`config.mk`:
```
export PLATFORM = sky130hd
export DESIGN_NAME = game_pad_serial_poller_core
export DESIGN_NICKNAME = d
export VERILOG_FILES = /design/src/hw/rtl/gpsp_pkg.sv /design/src/hw/rtl/gpsp_stick.sv /design/src/hw/rtl/game_pad_serial_poller_core.sv
export SDC_FILE = /design/constraint.sdc
export NUM_CORES = 1
export LEC_CHECK = 0
export ABC_AREA = 1
export BUFFER_PORTS_ARGS = -buffer_cell sky130_fd_sc_hd__buf_2
export CAP_MARGIN = 20
export CORE_MARGIN = 10
export CORE_UTILIZATION = 35
export CTS_CLUSTER_SIZE = 25
export DETAILED_ROUTE_END_ITERATION = 6
export PLACE_DENSITY = 0.62
export SETUP_SLACK_MARGIN = 0.15
export SYNTH_ARGS = -nofsm -noshare
export SYNTH_HDL_FRONTEND = slang
export SYNTH_SLANG_ARGS = --single-unit
export TNS_END_PERCENT = 100
```
`constraint.sdc`:
```
create_clock -name clk -period 3 [get_ports clk]
set_input_delay 0.3 -clock clk [delete_from_list [all_inputs] [get_ports clk]]
set_output_delay 0.3 -clock clk [all_outputs]
set_load 0.01 [all_outputs]
```
`src/hw/rtl/gpsp_pkg.sv`:
```
// Shared constants for the game pad serial poller.
package gpsp_pkg;

	localparam int unsigned GAP_TICKS_DEF = 2;

	localparam logic [7:0] CMD_START  = 8'h01;
	localparam logic [7:0] CMD_POLL   = 8'h42;
	localparam logic [7:0] HDR_OK     = 8'h5A;
	localparam logic [7:0] STICK_MID  = 8'h7F;
	localparam logic [7:0] SIGN_FLIP  = 8'h80;

	localparam logic [3:0] BYTE_START  = 4'd0;
	localparam logic [3:0] BYTE_POLL   = 4'd1;
	localparam logic [3:0] BYTE_HDR    = 4'd2;
	localparam logic [3:0] BYTE_FIRST  = 4'd3;
	localparam logic [3:0] BYTE_LAST   = 4'd8;

	localparam int unsigned REP_STORED = 5;

endpackage

```
`src/hw/rtl/gpsp_stick.sv`:
```
// Stick dead zone and re-centring to a signed value.
module gpsp_stick (
	input  logic [7:0]        raw,
	input  logic [7:0]        dead_range,
	output logic signed [7:0] value
);
	import gpsp_pkg::*;

	logic [8:0] lo_sum;
	logic [8:0] hi_sum;
	logic       in_zone;
	logic [7:0] snapped;

	assign lo_sum  = {1'b0, raw} + {1'b0, dead_range};
	assign hi_sum  = {1'b0, STICK_MID} + {1'b0, dead_range};
	assign in_zone = (lo_sum > {1'b0, STICK_MID}) && (hi_sum > {1'b0, raw});
	assign snapped = in_zone ? STICK_MID : raw;
	assign value   = signed'(snapped ^ SIGN_FLIP);

endmodule

```
`src/hw/rtl/game_pad_serial_poller_core.sv`:
```
// Top level of the game pad serial poller.
// The result for a tick is registered and appears on the master side in the cycle after the tick is accepted.
// Throughput: one tick per cycle; the slave side stalls only while a result waits unread.
// The line state machine advances once per accepted tick; its next-state logic is combinational.
// Reset clears the line state machine, counters, dead range and output valid.
// Stored report bytes are not reset; each is written before it is read.
module game_pad_serial_poller_core #(
	parameter int unsigned GAP_TICKS = gpsp_pkg::GAP_TICKS_DEF
) (
	input  logic        clk,
	input  logic        arst_n,
	input  logic        s_axis_tvalid,
	output logic        s_axis_tready,
	// [0] data_bit, [1] poll_request, [7:2] zero
	input  logic [7:0]  s_axis_tdata,
	output logic        m_axis_tvalid,
	input  logic        m_axis_tready,
	// [0] att_level, [1] clk_level, [2] cmd_level, [3] report_valid,
	// [19:4] buttons_pressed, [27:20] right_x, [35:28] right_y,
	// [43:36] left_x, [51:44] left_y, [55:52] zero
	output logic [55:0] m_axis_tdata,
	input  logic        cfg_we,
	input  logic [7:0]  cfg_wdata
);
	import gpsp_pkg::*;

	typedef enum logic [1:0] {
		PH_IDLE,
		PH_ACTIVE,
		PH_GAP
	} phase_t;

	phase_t      phase_q, phase_n;
	logic [3:0]  byte_q, byte_n;
	logic [2:0]  bit_q, bit_n;
	logic        half_q, half_n;
	logic [7:0]  shift_q, shift_n;
	logic [7:0]  gap_q, gap_n;
	logic        retry_q, retry_n;
	logic [7:0]  dead_q;
	logic [7:0]  rep_q [REP_STORED];

	logic        rep_we;
	logic [2:0]  rep_idx;
	logic [7:0]  got;
	logic        att, clk_lvl, cmd, valid;
	logic [8:0]  gap_inc;
	logic        data_bit, poll_request, accept;

	logic signed [7:0] right_x, right_y, left_x, left_y;

	logic [55:0] res_d;
	logic        m_valid_q;
	logic [55:0] m_data_q;

	assign data_bit      = s_axis_tdata[0];
	assign poll_request  = s_axis_tdata[1];
	assign s_axis_tready = !m_valid_q || m_axis_tready;
	assign accept        = s_axis_tvalid && s_axis_tready;
	assign gap_inc       = {1'b0, gap_q} + 9'd1;

	always_comb begin
		phase_n = phase_q;
		byte_n  = byte_q;
		bit_n   = bit_q;
		half_n  = half_q;
		shift_n = shift_q;
		gap_n   = gap_q;
		retry_n = retry_q;
		rep_we  = 1'b0;
		rep_idx = 3'd0;
		got     = 8'd0;
		att     = 1'b1;
		clk_lvl = 1'b1;
		cmd     = 1'b0;
		valid   = 1'b0;

		if (phase_q == PH_IDLE && poll_request) begin
			phase_n = PH_ACTIVE;
			byte_n  = BYTE_START;
			bit_n   = 3'd0;
			half_n  = 1'b0;
			shift_n = 8'd0;
			retry_n = 1'b0;
		end

		unique case (phase_n)
			PH_ACTIVE: begin
				att = 1'b0;
				if (byte_n == BYTE_START)
					cmd = CMD_START[bit_n];
				else if (byte_n == BYTE_POLL)
					cmd = CMD_POLL[bit_n];
				if (!half_n) begin
					clk_lvl = 1'b0;
					half_n  = 1'b1;
				end else begin
					half_n = 1'b0;
					if (byte_n >= BYTE_HDR)
						shift_n = shift_n | (8'(data_bit) << bit_n);
					if (bit_n == 3'd7) begin
						got     = shift_n;
						shift_n = 8'd0;
						bit_n   = 3'd0;
						if (byte_n == BYTE_HDR && got != HDR_OK) begin
							phase_n = PH_GAP;
							gap_n   = 8'd0;
							retry_n = 1'b1;
						end else if (byte_n >= BYTE_FIRST && byte_n < BYTE_LAST) begin
							rep_we  = 1'b1;
							rep_idx = 3'(byte_n - BYTE_FIRST);
						end else if (byte_n >= BYTE_LAST) begin
							valid   = (byte_n == BYTE_LAST);
							phase_n = PH_GAP;
							gap_n   = 8'd0;
							retry_n = 1'b0;
						end
						byte_n = byte_n + 4'd1;
					end else begin
						bit_n = bit_n + 3'd1;
					end
				end
			end
			PH_GAP: begin
				gap_n = gap_inc[7:0];
				if (gap_inc >= 9'(GAP_TICKS)) begin
					gap_n = 8'd0;
					if (retry_q) begin
						phase_n = PH_ACTIVE;
						byte_n  = BYTE_START;
						bit_n   = 3'd0;
						half_n  = 1'b0;
						shift_n = 8'd0;
						retry_n = 1'b0;
					end else begin
						phase_n = PH_IDLE;
					end
				end
			end
			default: ;
		endcase
	end

	gpsp_stick u_rx (.raw(rep_q[2]), .dead_range(dead_q), .value(right_x));
	gpsp_stick u_ry (.raw(rep_q[3]), .dead_range(dead_q), .value(right_y));
	gpsp_stick u_lx (.raw(rep_q[4]), .dead_range(dead_q), .value(left_x));
	gpsp_stick u_ly (.raw(got),      .dead_range(dead_q), .value(left_y));

	always_comb begin
		res_d    = '0;
		res_d[0] = att;
		res_d[1] = clk_lvl;
		res_d[2] = cmd;
		res_d[3] = valid;
		if (valid) begin
			res_d[19:4]  = {~rep_q[1], ~rep_q[0]};
			res_d[27:20] = right_x;
			res_d[35:28] = right_y;
			res_d[43:36] = left_x;
			res_d[51:44] = left_y;
		end
	end

	always_ff @(posedge clk or negedge arst_n) begin
		if (!arst_n) begin
			phase_q   <= PH_IDLE;
			byte_q    <= 4'd0;
			bit_q     <= 3'd0;
			half_q    <= 1'b0;
			shift_q   <= 8'd0;
			gap_q     <= 8'd0;
			retry_q   <= 1'b0;
			dead_q    <= 8'd0;
			m_valid_q <= 1'b0;
		end else begin
			if (cfg_we)
				dead_q <= cfg_wdata;
			if (accept) begin
				phase_q <= phase_n;
				byte_q  <= byte_n;
				bit_q   <= bit_n;
				half_q  <= half_n;
				shift_q <= shift_n;
				gap_q   <= gap_n;
				retry_q <= retry_n;
			end
			if (accept)
				m_valid_q <= 1'b1;
			else if (m_axis_tready)
				m_valid_q <= 1'b0;
		end
	end

	always_ff @(posedge clk) begin
		if (accept && rep_we)
			rep_q[rep_idx] <= got;
		if (accept)
			m_data_q <= res_d;
	end

	assign m_axis_tvalid = m_valid_q;
	assign m_axis_tdata  = m_data_q;

	a_report_framing: assert property (@(posedge clk) disable iff (!arst_n)
		m_valid_q && m_data_q[3] |-> !m_data_q[0] && m_data_q[1])
		else $error("report issued outside an active clock-high tick");

	a_no_overrun: assert property (@(posedge clk) disable iff (!arst_n)
		m_valid_q && !m_axis_tready |=> m_valid_q && $stable(m_data_q))
		else $error("pending result overwritten");

	a_gap_bound: assert property (@(posedge clk) disable iff (!arst_n)
		phase_q == PH_GAP |-> {1'b0, gap_q} < 9'(GAP_TICKS))
		else $error("gap counter beyond gap length");

	a_byte_bound: assert property (@(posedge clk) disable iff (!arst_n)
		phase_q == PH_ACTIVE |-> byte_q <= BYTE_LAST)
		else $error("byte index beyond last report byte");

	a_retry_only_in_gap: assert property (@(posedge clk) disable iff (!arst_n)
		retry_q |-> phase_q == PH_GAP)
		else $error("retry pending outside gap");

endmodule
```
# Word-level counts from Yosys, hierarchy flattened
# Memory sizes are Yosys's and may differ from the RTL's.
# Cells that the tools add are included.
[classes] order_cmp=14 bitwise_logic=7 n_addsub=9 mux=84 n_shift=1 eq_ne=11 reduce_logical=16
[ops] op="$mux 8" count=21
[ops] op="$add 8x8->9" count=4
[ops] op="$gt 9x7->1 const B" count=4
[ops] op="$gt 9x8->1" count=4
[ops] op="$mux 1" count=34
[ops] op="$pmux 8 s2" count=2
[ops] op="$mux 3" count=10
[ops] op="$mux 4" count=5
[ops] op="$not 8->8" count=2
[ops] op="$mux 2" count=7
[ops] op="$add 7x8->9 const A" count=1
[ops] op="$add 8x1->9 const B" count=1
[ops] op="$ge 9x2->1 const B" count=1
[ops] op="$logic_and 1x1->1" count=9
[ops] op="$ge 4x2->1 const B" count=2
[ops] op="$ne 8x7->1 const B" count=1
[ops] op="$or 8x8->8" count=1
[ops] op="$pmux 4 s2" count=1
[ops] op="$shl 1x3->8" count=1
[ops] op="$ne 3x3->1 const B" count=2
[ops] op="$pmux 3 s2" count=1
[ops] op="$reduce_and 6->1" count=1
[ops] op="$add 4x1->4 const B" count=1
[ops] op="$eq 4x1->1 const B" count=1
[ops] op="other kinds (19)" count=25
[totals] mem_bits_ro=16 input_bits=21 ramBits=40 regBits=88 output_inout_bits=58 mem_count=3
[memory_table] memory="rep_q" depth=5 width=8 rd=5 rd_clocked_by_memory_dff=0 wr=1 line="game_pad_serial_poller_core.sv:41" rtl="logic [7:0] rep_q [REP_STORED];"
[memory_table] memory="(no name shown)" depth=8 width=1 rd=1 rd_clocked_by_memory_dff=0 wr=0 line="game_pad_serial_poller_core.sv:93" rtl="cmd = CMD_POLL[bit_n];"
[memory_table] memory="(no name shown)" depth=8 width=1 rd=1 rd_clocked_by_memory_dff=0 wr=0 line="game_pad_serial_poller_core.sv:91" rtl="cmd = CMD_START[bit_n];"

# Logic depth before layout (Yosys ltp)
[logic_depth] depth_word=17 depth_mapped=23

# By module
# From an unflattened synthesis, not the netlist that was laid out.
[unflattened] cells_unflattened=954 area_unflattened_um2=8212.9
[by_module_without_submodules] mod="game_pad_serial_poller_core" seq_area_each_um2=3663.5 cells_per_inst=542 area_per_inst_um2=5677.9 instances=1
[by_module_without_submodules] mod="gpsp_stick at u_ly ..." seq_area_each_um2=0.0 cells_per_inst=102 area_per_inst_um2=629.4 instances=2
[by_module_without_submodules] mod="gpsp_stick at u_ry" seq_area_each_um2=0.0 cells_per_inst=107 area_per_inst_um2=660.6 instances=1
[by_module_without_submodules] mod="gpsp_stick at u_lx" seq_area_each_um2=0.0 cells_per_inst=101 area_per_inst_um2=615.6 instances=1

# Worst setup path before layout
# Ideal clock, no wire load.
[synth_path] path_type="reg-to-reg" startpoint="register phase_q[0]" endpoint="register m_data_q[44], in the netlist m_axis_tdata[44], data pin" required_ps=2728 path_slack_ps=-119 stages_incl_launch_ff=21 setup_ps=272 arrival_time_ps=2847 cell_sequence="dfrtp_1 -> nor2_2 -> nand2_4 -> inv_6 -> nor2_1 -> inv_1 -> ha_1 -> nand3b_4 -> nand2_2 -> nor2_1 -> nor2_2 -> nor2_1 -> inv_1 -> ha_1 -> nand4_1 -> nor3_1 -> nand3_1 -> nor2_1 -> a21oi_4 -> nand2_4 -> a21oi_1"
[synth_via] elab_chain_len=15 elab_cells_between_ends=37 classes_between="add/sub (1); order compare (6); eq/ne (5); shift (1); mux (18); bitwise (1); reduce/logical (5)"
[synth_rtl] item="from (decl)" line="game_pad_serial_poller_core.sv:33" rtl="phase_t phase_q, phase_n;"
[synth_rtl] item="from (signal assigned)" line="game_pad_serial_poller_core.sv:179" rtl="phase_q <= phase_n;"
[synth_rtl] item="parallel branches: the longest is 10 deep, another holds $ge 4x2->1"
[synth_rtl] item="$mux 8 *" line="game_pad_serial_poller_core.sv:87" rtl="unique case (phase_n)"
[synth_rtl] item="net got[7]" line="game_pad_serial_poller_core.sv:45" rtl="logic [7:0] got;"
[synth_rtl] item="$add 8x8->9" line="gpsp_stick.sv:14" rtl="assign lo_sum = {1'b0, raw} + {1'b0, dead_range};"
[synth_rtl] item="$gt 9x7->1" line="gpsp_stick.sv:16" rtl="assign in_zone = (lo_sum > {1'b0, STICK_MID}) && (hi_sum > {1'b0, raw});"
[synth_rtl] item="$logic_and 1x1->1 *" line="gpsp_stick.sv:16"
[synth_rtl] item="$mux 8 *" line="gpsp_stick.sv:17" rtl="assign snapped = in_zone ? STICK_MID : raw;"
[synth_rtl] item="to (signal assigned)" line="game_pad_serial_poller_core.sv:198" rtl="m_data_q <= res_d;"
[synth_rtl] item="to (decl)" line="game_pad_serial_poller_core.sv:54" rtl="logic [55:0] m_data_q;"
# Mark *: on every way through the listed nets, which the timed path passes. The select of a mux whose other input is x is not followed.
# A chain may end at the register's enable or synchronous reset.

# Worst setup path after layout
# Ends and elaborated chain as after synthesis.

==> results.md <==
* First-pass GRT wire length at 30100 um
* Number of remaining DRC errors at 0
* FP Rows at 52
* Detailed Place HPWL at between 10000 and 15000 um
* Final Critical Period at just over 3 ns
* Drt pass-1 iters at 4
* Via count at 5801
* Max cap viols at 0
* Pre-CTS setup slack at -0.126 ns
* Initial antenna violation count at 0
* Endpoints failing hold at 11
* DIE WIDTH at 164 um
* Largest delay contributor family on the critical path: simple AND/OR/NAND/NOR gates
* Syn Area/Cell at 9.73 um^2
* Mapped Cells at 748
* Final worst-path setup slack at -0.0233 ns
* Worst min path class: input port to async pin
* Area grow syn2layout at 28.2%
* WP data arrival at 3.17 ns
* Rel. slew slack at between 40% and 50%
* Drt wl/cell at between 15 and 20 um
* Ports at 79
* Area contributors post-synth: edfxtp_1, dfrtp_1, ha_1
* Largest net degree at the start of global routing at 50
* Seq/Total Area, Yosys at 50.4%
* Die area at between 0.02 and 0.03 mm^2
* Critical Path Max Stage Delay at 0.36 ns
* Worst skew pair latency at ~0.43 ns
* Share of the synthesized area in the top cell type at 38.0%
* Cell taking the most area after synthesis: edfxtp_1
* Grt ovf at 0
* Starting DRT DRC Count at 476
* Starting Density at 35.7%
* Commonest cells after routing, fill and taps aside: nand2_1, inv_1, edfxtp_1
* CP endpoint kind: flop
* Synth Flop Type: edfxtp_1
* Clock-pin slew of the registers on the worst-case setup and hold paths at 0.06 ns
* Post-route clock period utilization at 101%
* Crit path buf inv count at 4
* Distinct cell type count after synthesis at 50
* Startpoint Class: flop
* Leakage power at 4.27 nW
* Final setup TNS at -0.0803 ns
* Total track usage at 14.2%
* Final net count at ~1000
* Failing checks: hold timing, setup timing
* CTS tree: built
* Critical Path Slowest Stage Cell: dfrtp_1
* WP data required at approximately 3.2 ns
* Core area at 0.0204 mm^2
* Num CTS Buffers at 17
* Crit Path Max Fanout at 8
* Worst-Margin Slew at 0.863 ns
* Clk buf depth at 2
* PwrDens at about 720 mW/mm^2
* Antenna Cells at 0
* Hold Slack at -0.00873 ns
* Post-cts hold buffer count at 0
* Leading cell type in the layout, fill and taps excluded: nand2_1
* Total power at approximately 6.8 mW
* Post-synth EDFFs at 92
* RSZ-0062 raised after global routing: true
* Critical path type: flop to flop
* Worst-path cell chain: nor2_2 > nand2_4 > buf_12 > nand2_4 > inv_4 > ha_4 > nand2_4 > nor2_4 > clkinvlp_4 > nor2_4 > inv_2 > ha_4 > a21oi_1 > nand2_1 > a21oi_1 > a21oi_1 > nand2_1 > a21oi_4 > nand2_4 > a21oi_1
* Final WL at 19000 um
* Max Slew Vio Count at 0
* DRT antenna net count at 0
* Root buffer cell: clkbuf_16
* Synthesized cell area at 0.00728 mm^2
* Highest clock rate at 0.331 GHz
* R2r setup slk at -0.02 ns
* Share of layout cells above drive strength 1 at between 20 and 30%
* CTS H-tree depth at 4
* Placer congestion estimate at 0.896
* Die extent in y at 164 um
* Flops & latches, synth at around 130
* Clk_skew at 0.0124 ns
* Vias in the first global route at 5861
* Port buffer count at 68
* Sink Count at 128
* Worst vdd rail ir drop at 611 uV
* Final setup viols at 8
* FFs w/ async S/R, synth at 28.1%
* DR vias/cell at around 5
* Synth warn at 0
* Status: finished, violations left
per-stage QoR:
stage          area (um^2)  hold WS (ns)  cells  util (%)
3_3_place_gp          8350         0.462   1130      41.0
6_report              9330      -0.00873   1174      45.8
3_5_place_dp          8350         0.463   1130      41.0
2_1_floorplan         7320       0.00441    751         -
4_1_cts               9190        0.0103   1171      45.1
5_1_grt               9330        0.0393   1174      45.8
registers in the layout (all words and copies together) (netlist names):
register / count
bit_q: 3
byte_q: 4
dead_q: 8
gap_q: 8
half_q: 1
m_axis_tdata: 52
m_axis_tvalid: 1
phase_q: 2
rep_q: 40
retry_q: 1
shift_q: 8
Yosys cell counts, types with 3 or more instances:
master    number
clkbuf_1       6
o21ai_2        3
nor3_1         9
o21bai_1       3
nand2_1      110
nand2_4        5
nor2_2         5
inv_1        108
ha_1          67
nor4_1         5
buf_4          4
o21ai_0       40
nand3_1       22
fa_1           4
a21boi_1       3
nor2_1        75
o21a_1         4
nand4_1       12
a21oi_1       68
edfxtp_1      92
a21oi_2        3
xor2_1         9
buf_2          3
o221ai_1       5
a31oi_1        5
dfrtp_1       36
a22oi_1        4
o211ai_1       5
nand2_2        7
logic make-up (layout without fill, tap and decap cells):
family / Yosys count / in the layout / share of synthesized area, %
AO/OA/AOI/OAI: 154 / 154 / 12.5
XOR/XNOR: 10 / 10 / 1.20
adder cells (fa/ha/maj): 71 / 71 / 12.6
buffers and inverters: 126 / 279 / 7.03
flip-flops: 128 / 128 / 50.4
other: 1 / 4 / 0.0515
AND/OR/NAND/NOR: 258 / 258 / 16.3
repair_timing:
action	CTS	global route
resized for setup	43	28
endpoints found under the setup margin	64	72
hold endpoints to repair	0	0
pin swaps	15	10
buffers inserted	9	3
worst paths after layout:
| kind | start | endpoint | cells after the start |
|---|---|---|---|
| setup / recovery | phase_q[0] | m_axis_tdata[44] | 20 |
| hold / removal | arst_n | phase_q[1] | 1 |
| setup reg to reg | phase_q[0] | m_axis_tdata[44] | 20 |
| hold reg to reg | shift_q[5] | shift_q[5] | 1 |
| max in group asynchronous | arst_n | dead_q[1] | 1 |
| min in group clk | cfg_wdata[1] | dead_q[1] | 3 |
final cells by class:
cell class / count / area, um^2
fillers: 1905 / 11000
flip-flops and latches: 128 / 3660
multi-input cells: 497 / 3410
repair buffers: 136 / 898
inverters: 111 / 428
clock buffers: 17 / 425
well taps: 270 / 338
clock inverters: 15 / 159
where the power goes:
part / switching, mW / internal, mW / leakage, nW / total [mW]
combinational: 1.53 / 0.928 / 2.69 / 2.46
clock: 0.819 / 1.23 / 0.282 / 2.05
sequential: 0.129 / 2.12 / 1.31 / 2.25
per-layer routing:
metal / wire length [um] / vias up / GRT usage (%)
met5: 0 / - / 0
met4: 435 / 0 / 5.61
li1: - / 2848 / -
met3: 864 / 35 / 3.35
met1: 8230 / 2787 / 16.9
met2: 9470 / 131 / 24.2
No activity file was read; power rests on OpenSTA's default activity.
